`src/rtl/core/dtfp_pkg.sv`:
```
// ----------------------------------------------------------------------------
// dtfp_pkg
// Shared types, constants and the pow10 function for the ascii decimal to fixed-point core.
// ----------------------------------------------------------------------------
package dtfp_pkg;

  // character codes
  localparam logic [7:0] CH_ZERO  = 8'h30;
  localparam logic [7:0] CH_NINE  = 8'h39;
  localparam logic [7:0] CH_POINT = 8'h2E;
  localparam logic [7:0] CH_MINUS = 8'h2D;
  localparam logic [7:0] CH_SPACE = 8'h20;

  // field widths
  localparam int unsigned CH_W    = 8;
  localparam int unsigned VALUE_W = 16;
  localparam int unsigned COUNT_W = 8;
  localparam int unsigned FRAC_W  = 3;

  // parser phase, one-hot
  typedef enum logic [2:0] {
    PH_IDLE = 3'b001,
    PH_LEAD = 3'b010,
    PH_BODY = 3'b100
  } phase_t;

  // accumulated number handed from the parser to the scaler
  typedef struct packed {
    logic [VALUE_W-1:0] accum;
    logic [FRAC_W-1:0]  digits_left;
    logic               neg;
    logic               found;
  } num_t;

  // ten to the power k, wrapped to the value width
  function automatic logic [VALUE_W-1:0] pow10(input logic [FRAC_W-1:0] k);
    logic [VALUE_W-1:0] p;
    begin
      unique case (k)
        3'd0: p = 16'd1;
        3'd1: p = 16'd10;
        3'd2: p = 16'd100;
        3'd3: p = 16'd1000;
        3'd4: p = 16'd10000;
        3'd5: p = 16'd34464;
        3'd6: p = 16'd16960;
        3'd7: p = 16'd38528;
        default: p = 16'd1;
      endcase
      return p;
    end
  endfunction

endpackage

```
`src/rtl/core/dtfp_parse.sv`:
```
// ----------------------------------------------------------------------------
// dtfp_parse
// Character parser: phase, accumulator, sign, point, count and found state.
// ----------------------------------------------------------------------------
module dtfp_parse (
  input  logic                          clk,
  input  logic                          rst_n,
  input  logic                          step_en,   // item taken this cycle
  input  logic                          item_vld,  // an item is held
  input  logic [dtfp_pkg::CH_W-1:0]     ch,
  input  logic                          start,
  input  logic [dtfp_pkg::FRAC_W-1:0]   frac_digits,
  output logic                          term,      // item ends a number
  output dtfp_pkg::num_t                num,
  output logic [dtfp_pkg::COUNT_W-1:0]  consumed
);
  import dtfp_pkg::*;

  phase_t             phase_r, phase_nxt;
  logic [VALUE_W-1:0] accum_r, accum_nxt;
  logic               neg_r, neg_nxt;
  logic               point_r, point_nxt;
  logic [FRAC_W-1:0]  dl_r, dl_nxt;
  logic [COUNT_W-1:0] cnt_r, cnt_nxt;
  logic               found_r, found_nxt;

  // state seen by this item after a possible restart
  phase_t             ph_e;
  logic [VALUE_W-1:0] accum_e;
  logic               neg_e, point_e, found_e;
  logic [FRAC_W-1:0]  dl_e;
  logic [COUNT_W-1:0] cnt_e;
  logic               is_digit, fits;

  assign is_digit = (ch >= CH_ZERO) && (ch <= CH_NINE);

  // restart on start, else carry on
  always_comb begin
    if (start) begin
      ph_e    = PH_LEAD;
      accum_e = '0;
      neg_e   = 1'b0;
      point_e = 1'b0;
      dl_e    = frac_digits;
      cnt_e   = '0;
      found_e = 1'b0;
    end else begin
      ph_e    = phase_r;
      accum_e = accum_r;
      neg_e   = neg_r;
      point_e = point_r;
      dl_e    = dl_r;
      cnt_e   = cnt_r;
      found_e = found_r;
    end
  end

  assign fits = is_digit || ((ch == CH_POINT) && !point_e);

  // next state and end-of-number detect
  always_comb begin
    phase_nxt = ph_e;
    accum_nxt = accum_e;
    neg_nxt   = neg_e;
    point_nxt = point_e;
    dl_nxt    = dl_e;
    cnt_nxt   = cnt_e;
    found_nxt = found_e;
    term      = 1'b0;
    unique case (ph_e)
      PH_IDLE: begin
      end
      PH_LEAD: begin
        if (ch == CH_SPACE) begin
          cnt_nxt = cnt_e + 1'b1;
        end else if (ch == CH_MINUS) begin
          phase_nxt = PH_BODY;
          neg_nxt   = 1'b1;
          cnt_nxt   = cnt_e + 1'b1;
        end else if (fits) begin
          phase_nxt = PH_BODY;
          cnt_nxt   = cnt_e + 1'b1;
          found_nxt = 1'b1;
          if (is_digit) begin
            accum_nxt = (accum_e << 3) + (accum_e << 1) + {12'd0, ch[3:0]};
          end else begin
            point_nxt = 1'b1;
          end
        end else begin
          phase_nxt = PH_IDLE;
          term      = item_vld;
        end
      end
      PH_BODY: begin
        if (fits) begin
          cnt_nxt   = cnt_e + 1'b1;
          found_nxt = 1'b1;
          if (is_digit) begin
            if (!point_e || (dl_e != '0))
              accum_nxt = (accum_e << 3) + (accum_e << 1) + {12'd0, ch[3:0]};
            if (point_e && (dl_e != '0))
              dl_nxt = dl_e - 1'b1;
          end else begin
            point_nxt = 1'b1;
          end
        end else begin
          phase_nxt = PH_IDLE;
          term      = item_vld;
        end
      end
      default: begin
      end
    endcase
  end

  // number handed to the scaler
  assign num.accum       = accum_e;
  assign num.digits_left = dl_e;
  assign num.neg         = neg_e;
  assign num.found       = found_e;
  assign consumed        = found_e ? cnt_e : '0;

  // control state
  always_ff @(posedge clk) begin
    if (!rst_n) begin
      phase_r <= PH_IDLE;
      neg_r   <= 1'b0;
      point_r <= 1'b0;
      dl_r    <= '0;
      cnt_r   <= '0;
      found_r <= 1'b0;
    end else if (step_en) begin
      phase_r <= phase_nxt;
      neg_r   <= neg_nxt;
      point_r <= point_nxt;
      dl_r    <= dl_nxt;
      cnt_r   <= cnt_nxt;
      found_r <= found_nxt;
    end
  end

  // accumulator
  always_ff @(posedge clk) begin
    if (!rst_n) begin
      accum_r <= '0;
    end else if (step_en) begin
      accum_r <= accum_nxt;
    end
  end

endmodule

```
`src/rtl/core/dtfp_scale.sv`:
```
// ----------------------------------------------------------------------------
// dtfp_scale
// Scales the accumulated value by the missing fraction digits and signs it.
// ----------------------------------------------------------------------------
module dtfp_scale (
  input  dtfp_pkg::num_t                num,
  output logic [dtfp_pkg::VALUE_W-1:0]  value
);
  import dtfp_pkg::*;

  logic [2*VALUE_W-1:0] prod;
  logic [VALUE_W-1:0]   mag;

  // multiply by the power of ten, wrapped
  assign prod = num.accum * pow10(num.digits_left);
  assign mag  = prod[VALUE_W-1:0];

  // sign and zero when nothing was found
  always_comb begin
    if (!num.found)
      value = '0;
    else if (num.neg)
      value = VALUE_W'(~mag + 1'b1);
    else
      value = mag;
  end

endmodule

```
`src/rtl/core/decimal_text_to_fixed_point_core.sv`:
```
// ----------------------------------------------------------------------------
// decimal_text_to_fixed_point_core
// Streaming ascii decimal text to fixed-point converter.
// ----------------------------------------------------------------------------
// result: registered when the parser takes the terminating character
// throughput: one character per cycle; the input register stalls only when a
//   terminating character meets a result still waiting in the output register
// reset: synchronous active-low rst_n clears parser state, frac_digits to 0
//   and both valid flags
module decimal_text_to_fixed_point_core (
  input  logic        clk,
  input  logic        rst_n,
  // configuration
  input  logic        cfg_wr_en,
  input  logic [2:0]  cfg_wr_data,   // frac_digits
  // input stream
  input  logic        in_tvalid,
  output logic        in_tready,
  input  logic [7:0]  in_tdata,      // [7:0] ch
  input  logic        in_tuser,      // [0] start_req
  // result stream
  output logic        out_tvalid,
  input  logic        out_tready,
  output logic [23:0] out_tdata,     // [15:0] value, [23:16] consumed
  output logic        out_tuser      // [0] found
);
  import dtfp_pkg::*;

  logic               s1_valid_r;
  logic [CH_W-1:0]    s1_ch_r;
  logic               s1_start_r;
  logic [FRAC_W-1:0]  frac_r;

  logic               term, out_free, s1_adv;
  num_t               num;
  logic [COUNT_W-1:0] consumed;
  logic [VALUE_W-1:0] value;

  logic               out_valid_r;
  logic [VALUE_W-1:0] out_value_r;
  logic [COUNT_W-1:0] out_cnt_r;
  logic               out_found_r;

  // handshake
  assign out_free  = !out_valid_r || out_tready;
  assign s1_adv    = s1_valid_r && (!term || out_free);
  assign in_tready = !s1_valid_r || s1_adv;

  // configuration register
  always_ff @(posedge clk) begin
    if (!rst_n) begin
      frac_r <= '0;
    end else if (cfg_wr_en) begin
      frac_r <= cfg_wr_data;
    end
  end

  // input register
  always_ff @(posedge clk) begin
    if (!rst_n) begin
      s1_valid_r <= 1'b0;
    end else if (in_tready) begin
      s1_valid_r <= in_tvalid;
    end
  end

  always_ff @(posedge clk) begin
    if (in_tready && in_tvalid) begin
      s1_ch_r    <= in_tdata;
      s1_start_r <= in_tuser;
    end
  end

  dtfp_parse u_parse (
    .clk         (clk),
    .rst_n       (rst_n),
    .step_en     (s1_adv),
    .item_vld    (s1_valid_r),
    .ch          (s1_ch_r),
    .start       (s1_start_r),
    .frac_digits (frac_r),
    .term        (term),
    .num         (num),
    .consumed    (consumed)
  );

  dtfp_scale u_scale (
    .num   (num),
    .value (value)
  );

  // output register
  always_ff @(posedge clk) begin
    if (!rst_n) begin
      out_valid_r <= 1'b0;
    end else if (s1_adv && term) begin
      out_valid_r <= 1'b1;
    end else if (out_tready) begin
      out_valid_r <= 1'b0;
    end
  end

  always_ff @(posedge clk) begin
    if (s1_adv && term) begin
      out_value_r <= value;
      out_cnt_r   <= consumed;
      out_found_r <= num.found;
    end
  end

  assign out_tvalid = out_valid_r;
  assign out_tdata  = {out_cnt_r, out_value_r};
  assign out_tuser  = out_found_r;

endmodule
```
`config.mk`:
```
export PLATFORM = sky130hd
export DESIGN_NAME = decimal_text_to_fixed_point_core
export DESIGN_NICKNAME = d
export VERILOG_FILES = /design/src/rtl/core/dtfp_pkg.sv /design/src/rtl/core/dtfp_parse.sv /design/src/rtl/core/dtfp_scale.sv /design/src/rtl/core/decimal_text_to_fixed_point_core.sv
export SDC_FILE = /design/constraint.sdc
export NUM_CORES = 1
export LEC_CHECK = 0
export BUFFER_PORTS_ARGS = -buffer_cell sky130_fd_sc_hd__buf_2
export CAP_MARGIN = 10
export CORE_MARGIN = 3
export CORE_UTILIZATION = 30
export DETAILED_ROUTE_END_ITERATION = 10
export HOLD_SLACK_MARGIN = 0.1
export PLACE_DENSITY_LB_ADDON = 0.25
export SLEW_MARGIN = 20
export SYNTH_ARGS = -nofsm -noshare
export SYNTH_HDL_FRONTEND = slang
export SYNTH_SLANG_ARGS = --single-unit
```
`constraint.sdc`:
```
create_clock -name clk -period 8.9 [get_ports clk]
set_input_delay 0.445 -clock clk [delete_from_list [all_inputs] [get_ports clk]]
set_output_delay 0.445 -clock clk [all_outputs]
set_load 0.01 [all_outputs]
```
# After elaboration in Yosys (flattened, before gate mapping)
# Memory sizes are Yosys's and may differ from the RTL's.
# Cells that the tools add are included.
[classes]
add_sub_neg = 5
n_mul = 1
n_bitwise = 1
eq_ne = 5
reduce_logical = 17
order_cmp = 2
n_mux = 47
[op_table]
columns = ["cell", "n"]
rows = [
  ["$mux W16", 9],
  ["$mux W8", 4],
  ["$pmux W16 S2", 1],
  ["$mux W3", 10],
  ["$eq A8 B6 Y1 const B", 3],
  ["$mux W1", 18],
  ["$add A16 B1 Y16 const B", 1],
  ["$add A16 B16 Y16", 1],
  ["$add A16 B4 Y16", 1],
  ["$mul A16 B16 Y16", 1],
  ["$not A16 Y16", 1],
  ["$pmux W8 S2", 1],
  ["$add A8 B1 Y8 const B", 1],
  ["$ge A8 B6 Y1 const B", 1],
  ["$le A8 B6 Y1 const B", 1],
  ["$logic_and A1 B1 Y1", 6],
  ["$pmux W1 S2", 3],
  ["$pmux W3 S2", 1],
  ["$logic_or A1 B1 Y1", 5],
  ["$logic_not A1 Y1", 4],
  ["$eq A3 B2 Y1 const B", 1],
  ["$eq A3 B3 Y1 const B", 1],
  ["$reduce_bool A3 Y1", 1],
  ["$sub A3 B1 Y3 const B", 1],
  ["$reduce_bool A2 Y1", 1],
]
[totals]
wordCells = 94
n_memories = 1
reg_bits = 72
mem_bits_ro = 120
in_bits = 17
output_inout_bits = 27
[mem_list]
columns = ["memory", "words", "word_bits", "read_ports", "rd_ports_with_merged_regs", "write_ports", "line", "rtl"]
rows = [
  ["(name not given)", 8, 15, 1, 0, 0, "dtfp_pkg.sv:39", "unique case (k)"],
]

# Depth between registers and ports, before layout
[logic_depth]
word_depth = 13
mapped_depth = 29
depth_no_buf = 26

# By module
# From an unflattened synthesis, not the netlist that was laid out.
[hier_totals]
hier_cells = 939
area_unflattened_um2 = 8559.5
[modules_own_cells]
columns = ["mod", "cells_each", "n_inst", "area_per_inst_um2", "seq_area_each_um2"]
rows = [
  ["dtfp_scale", 552, 1, 4595.7, 0.0],
  ["dtfp_parse", 332, 1, 2716.4, 660.6],
  ["decimal_text_to_fixed_point_core", 55, 1, 1247.4, 1121.1],
]

# Worst setup path before layout
# OpenSTA, ideal clock, no wires.
[synth_path]
path_type = "register to register"
startpoint = "register s1_start_r"
endpoint = "register out_value_r[14], data pin"
arrival_time_ns = 6.855
period_less_slack_ns = 7.109
setup_ns = 0.254
required_time_ns = 8.646
path_stages_with_launch = 25
path_buffers = 2
slack_ns = 1.791
cell_sequence = "edfxtp_1 -> buf_4 -> mux2i_1 -> inv_1 -> ha_1 -> o21ai_1 -> nor2_1 -> fa_1 -> fa_1 -> ha_1 -> fa_1 -> inv_1 -> fa_1 -> fa_1 -> inv_1 -> ha_1 -> clkbuf_1 -> a2111oi_0 -> nor2_1 -> mux2i_1 -> or4_4 -> or2_1 -> o41ai_2 -> xnor2_1 -> nor2_1"
[synth_via]
elab_chain_cells = 6
elab_cells_between_ends = 9
classes_between = "add/sub: 1; mul: 1; mux: 5; bitwise: 1; memory: 1"
[synth_rtl]
columns = ["item", "line", "rtl"]
rows = [
  ["from (decl)", "decimal_text_to_fixed_point_core.sv:31", "logic s1_start_r;"],
  ["from (signal assigned)", "decimal_text_to_fixed_point_core.sv:70", "s1_start_r <= in_tuser;"],
  ["$mux W3", "dtfp_parse.sv:39", "if (start) begin"],
  ["$mem_v2 Z8 W15", "n/a", ""],
  ["$mul A16 B16 Y16", "dtfp_scale.sv:15", "assign prod = num.accum * pow10(num.digits_left);"],
  ["$not A16 Y16", "dtfp_scale.sv:23", "value = VALUE_W'(~mag + 1'b1);"],
  ["$add A16 B1 Y16", "dtfp_scale.sv:23", ""],
  ["$mux W16", "dtfp_scale.sv:22", "else if (num.neg)"],
  ["to (signal assigned)", "decimal_text_to_fixed_point_core.sv:105", "out_value_r <= value;"],
  ["to (decl)", "decimal_text_to_fixed_point_core.sv:40", "logic [VALUE_W-1:0] out_value_r;"],
]
# Several ways; a longest one is shown, not always the timed one.
# A chain may end at the register's enable or synchronous reset.

# Final worst setup path
[layout_path]
startpoint = "register s1_start_r"
endpoint = "register out_value_r[15], data pin"
# The elaborated chain is that of the path after synthesis.

==> run_results.csv <==
group,metric,value,unit
grt,grt_pass1_wl,34.3,mm
yosys,ys_ff_latch,72,
placed_design,io_buffers,43,
route,ant_nets,0,
status,status,"finished, final reports clean",
floorplan,start_util,30.7,%
route,first_pass_iters,5,
worst_setup_path,worst_setup_path_start_kind,"flip-flop",
clocking,cts_tree,"done",
yosys,synthCells,946,
floorplan,die_area,29700,µm²
timing,grt_setup_unrepaired,"false",
floorplan,core-area,27000,µm²
worst_setup_path,regToRegSetupSlack,0.68,ns
grt,antenna_found_initial,0,
layout,drive_above_1_share,9.27,%
timing,fin_crit_sh,92.3,%
clocking,htreeDepth,3,
min_path,min_path_cells,1,
clocking,ctsResizeCount,0,
clocking,cts_hold_buffers,0,
yosys,ys.flop_type,"dfxtp_1",
yosys,synth_area_per_cell,8.76,µm²
worst_setup_path,crit_required,8.97,ns
yosys,yosys.area.top_type,"fa_1",
clocking,cts_buffers,9,
clocking,clk_pin_slew_worst_paths,0.07,ns
worst_setup_path,r2r-end,"out_value_r[15]$_SDFFCE_PN0P_",
power,power_density,89.5,nW/µm²
route,vias,6424,
placed_design,dp_hpwl,16.7,mm
timing,period_needed,8.22,ns
min_path,min_path_type,"input port to flip-flop",
yosys,yosysSeqAreaShare,21.5,%
yosys,ys_async_sr_fraction,0,%
min_path,min-delay-start,"in_tdata[6]",
grt,gr-usage-all-layers,14.7,%
worst_setup_path,r2r_start,"s1_start_r$_DFFE_PP_",
worst_setup_path,worstPathArrival,8.29,ns
timing,finalHoldViolCount,0,
layout,diodes,0,
timing,fmax,0.122,GHz
yosys,synth_nets,1127,
timing,max_slew_margin,36.8,%
timing,setup_violations,0,
layout,syn_to_final_growth,10.4,%
worst_setup_path,path_max_fanout,10,
layout,mostFrequentLayoutCell,"inv_1",
grt,grt_pass1_vias,6508,
worst_setup_path,reg2regPathDepth,23,
layout,fin_nets,1158,
floorplan,die_w,172,µm
yosys,yosysTopAreaCellShare,18.8,%
layout,final_cell_mix,"inv_1, nor2_1, ha_1",
worst_setup_path,critPathKind,"flip-flop to flip-flop",
grt,grt-ovfl-total,0,
route,drt_iter0_drc,384,
floorplan,die_y,172,µm
floorplan,rows,60,
timing,drv_slew,0,
yosys,syn-cell-area,8290,µm²
route,wire_per_inst,15.9,µm
route,wl,21.0,mm
clocking,clockRootBuffer,"clkbuf_16",
timing,skew,0.00905,ns
timing,fin_setup_tns,0,ns
worst_setup_path,critPathLaunch,"s1_start_r$_DFFE_PP_",
route,drc,0,
worst_setup_path,cp-end-kind,"flip-flop",
timing,worst_pin_slew,0.944,ns
run,drv_cap,0,
yosys,synth_enable_flop_cells,34,
yosys,yosysUniqueCellTypes,69,
route,routed_via_density,4.86,
grt,grt_max_degree,36,
floorplan,top_level_ports,44,
power,ir_worst_vdd,0.0847,mV
clocking,cts_sinks,72,
min_path,min_to,"s1_ch_r[6]$_DFFE_PP_",
yosys,synth-warning-count,0,
placed_design,place_congestion,0.939,
yosys,synth.area.top_cells,"fa_1, ha_1, edfxtp_1",
clocking,cts_buffer_depth,2,
power,power,819,µW
clocking,clkLatencyLatePin,0.35,ns
power,p_leak,0.00399,µW
clocking,cts_setup_buffers,0,
worst max-delay path by stage:
stage                                    endpoint  slack [ns]  cells after the start
finish              out_value_r[15]$_SDFFCE_PN0P_        0.68                     23
global route        out_value_r[14]$_SDFFCE_PN0P_        0.20                     23
CTS                 out_value_r[15]$_SDFFCE_PN0P_        0.63                     23
detailed placement  out_value_r[15]$_SDFFCE_PN0P_        0.69                     23
global placement    out_value_r[15]$_SDFFCE_PN0P_        0.92                     25
floorplan           out_value_r[14]$_SDFFCE_PN0P_        1.79                     24
cell families (layout without fill, tap and decap cells):
family / after synthesis / after routing / share of synthesized area (%)
xor+xnor: 52 / 52 / 5.99
mux: 11 / 11 / 1.69
compound gates: 144 / 144 / 11.5
flops: 72 / 72 / 21.5
simple gates: 324 / 324 / 18.9
fa+ha+maj: 164 / 164 / 31.8
buf+inv: 179 / 215 / 8.54
layout make-up:
type	instances	area, µm²
Clock inverter	7	87.6
Tap cell	341	427
Sequential cell	72	1780
Multi-Input combinational cell	695	5800
Inverter	148	556
Clock buffer	9	225
Fill cell	2818	17900
Timing Repair Buffer	51	275
Yosys cell counts, drive strengths merged, types with 4 or more instances:
library cell and number:
inv 147, nor2 100, ha 86, nand2 82, fa 78, o21ai 42
dfxtp 38, nor2b 36, edfxtp 34, xnor2 33, a21oi 27, clkbuf 23
nand2b 21, nor3 20, a22oi 17, xor2 16, and2 15, mux2i 10
or3 10, buf 8, a21boi 7, and3 7, o21a 7, a211oi 6
nor3b 6, or2 6, a21o 5, nand3 5, a31oi 4, nand4 4
per-stage QoR:
stage                     instance area, µm²  util (%)  hold slack (ns)  setup WS (ns)  instances
after floorplan                         8290         -            0.417           1.79        946
after global placement                  8840      32.7            0.434          0.919       1307
after detailed placement                8840      32.7            0.448          0.688       1307
after CTS                               9150      33.9            0.257          0.633       1323
after global routing                    9150      33.9            0.252          0.201       1323
final                                   9150      33.9            0.269          0.682       1323
worst max-delay path, cell delays in order (launching register included):
cell and delay, ns:
edfxtp_1 0.61, buf_4 0.26, mux2i_1 0.49, inv_1 0.22
ha_1 0.31, o21ai_1 0.61, nor2_1 0.18, fa_1 0.56
fa_1 0.49, ha_1 0.23, fa_1 0.53, inv_1 0.05
fa_1 0.47, fa_1 0.55, inv_1 0.04, ha_1 0.27
a2111oi_0 0.52, o21ai_0 0.27, a31o_2 0.29, a21oi_1 0.17
xor2_1 0.32, a41oi_1 0.25, xor2_1 0.19, nor2_1 0.06
where the power goes:
part	internal (µW)	switching [µW]	total [µW]	leakage (µW)
registers	355	6.70	361	0.000604
logic	22.1	47.2	69.2	0.00323
clock network	224	164	388	0.000154
routing by layer:
layer / up-vias / wire [µm] / GRT usage (%)
met4: 0 / 374 / 3.51
li1: 3157 / - / -
met5: - / 0 / 0
met1: 3081 / 10000 / 20.7
met2: 153 / 9460 / 23.6
met3: 33 / 1100 / 2.72
registers in the layout, summed over array words and instances (netlist names):
signal	flops
frac_r	3
out_cnt_r	8
out_tuser	1
out_tvalid	1
out_value_r	16
s1_ch_r	8
s1_start_r	1
s1_valid_r	1
u_parse.accum_r	16
u_parse.cnt_r	8
u_parse.dl_r	3
u_parse.found_r	1
u_parse.neg_r	1
u_parse.phase_r	3
u_parse.point_r	1
Note: power is estimated with default switching activity, not from simulation.
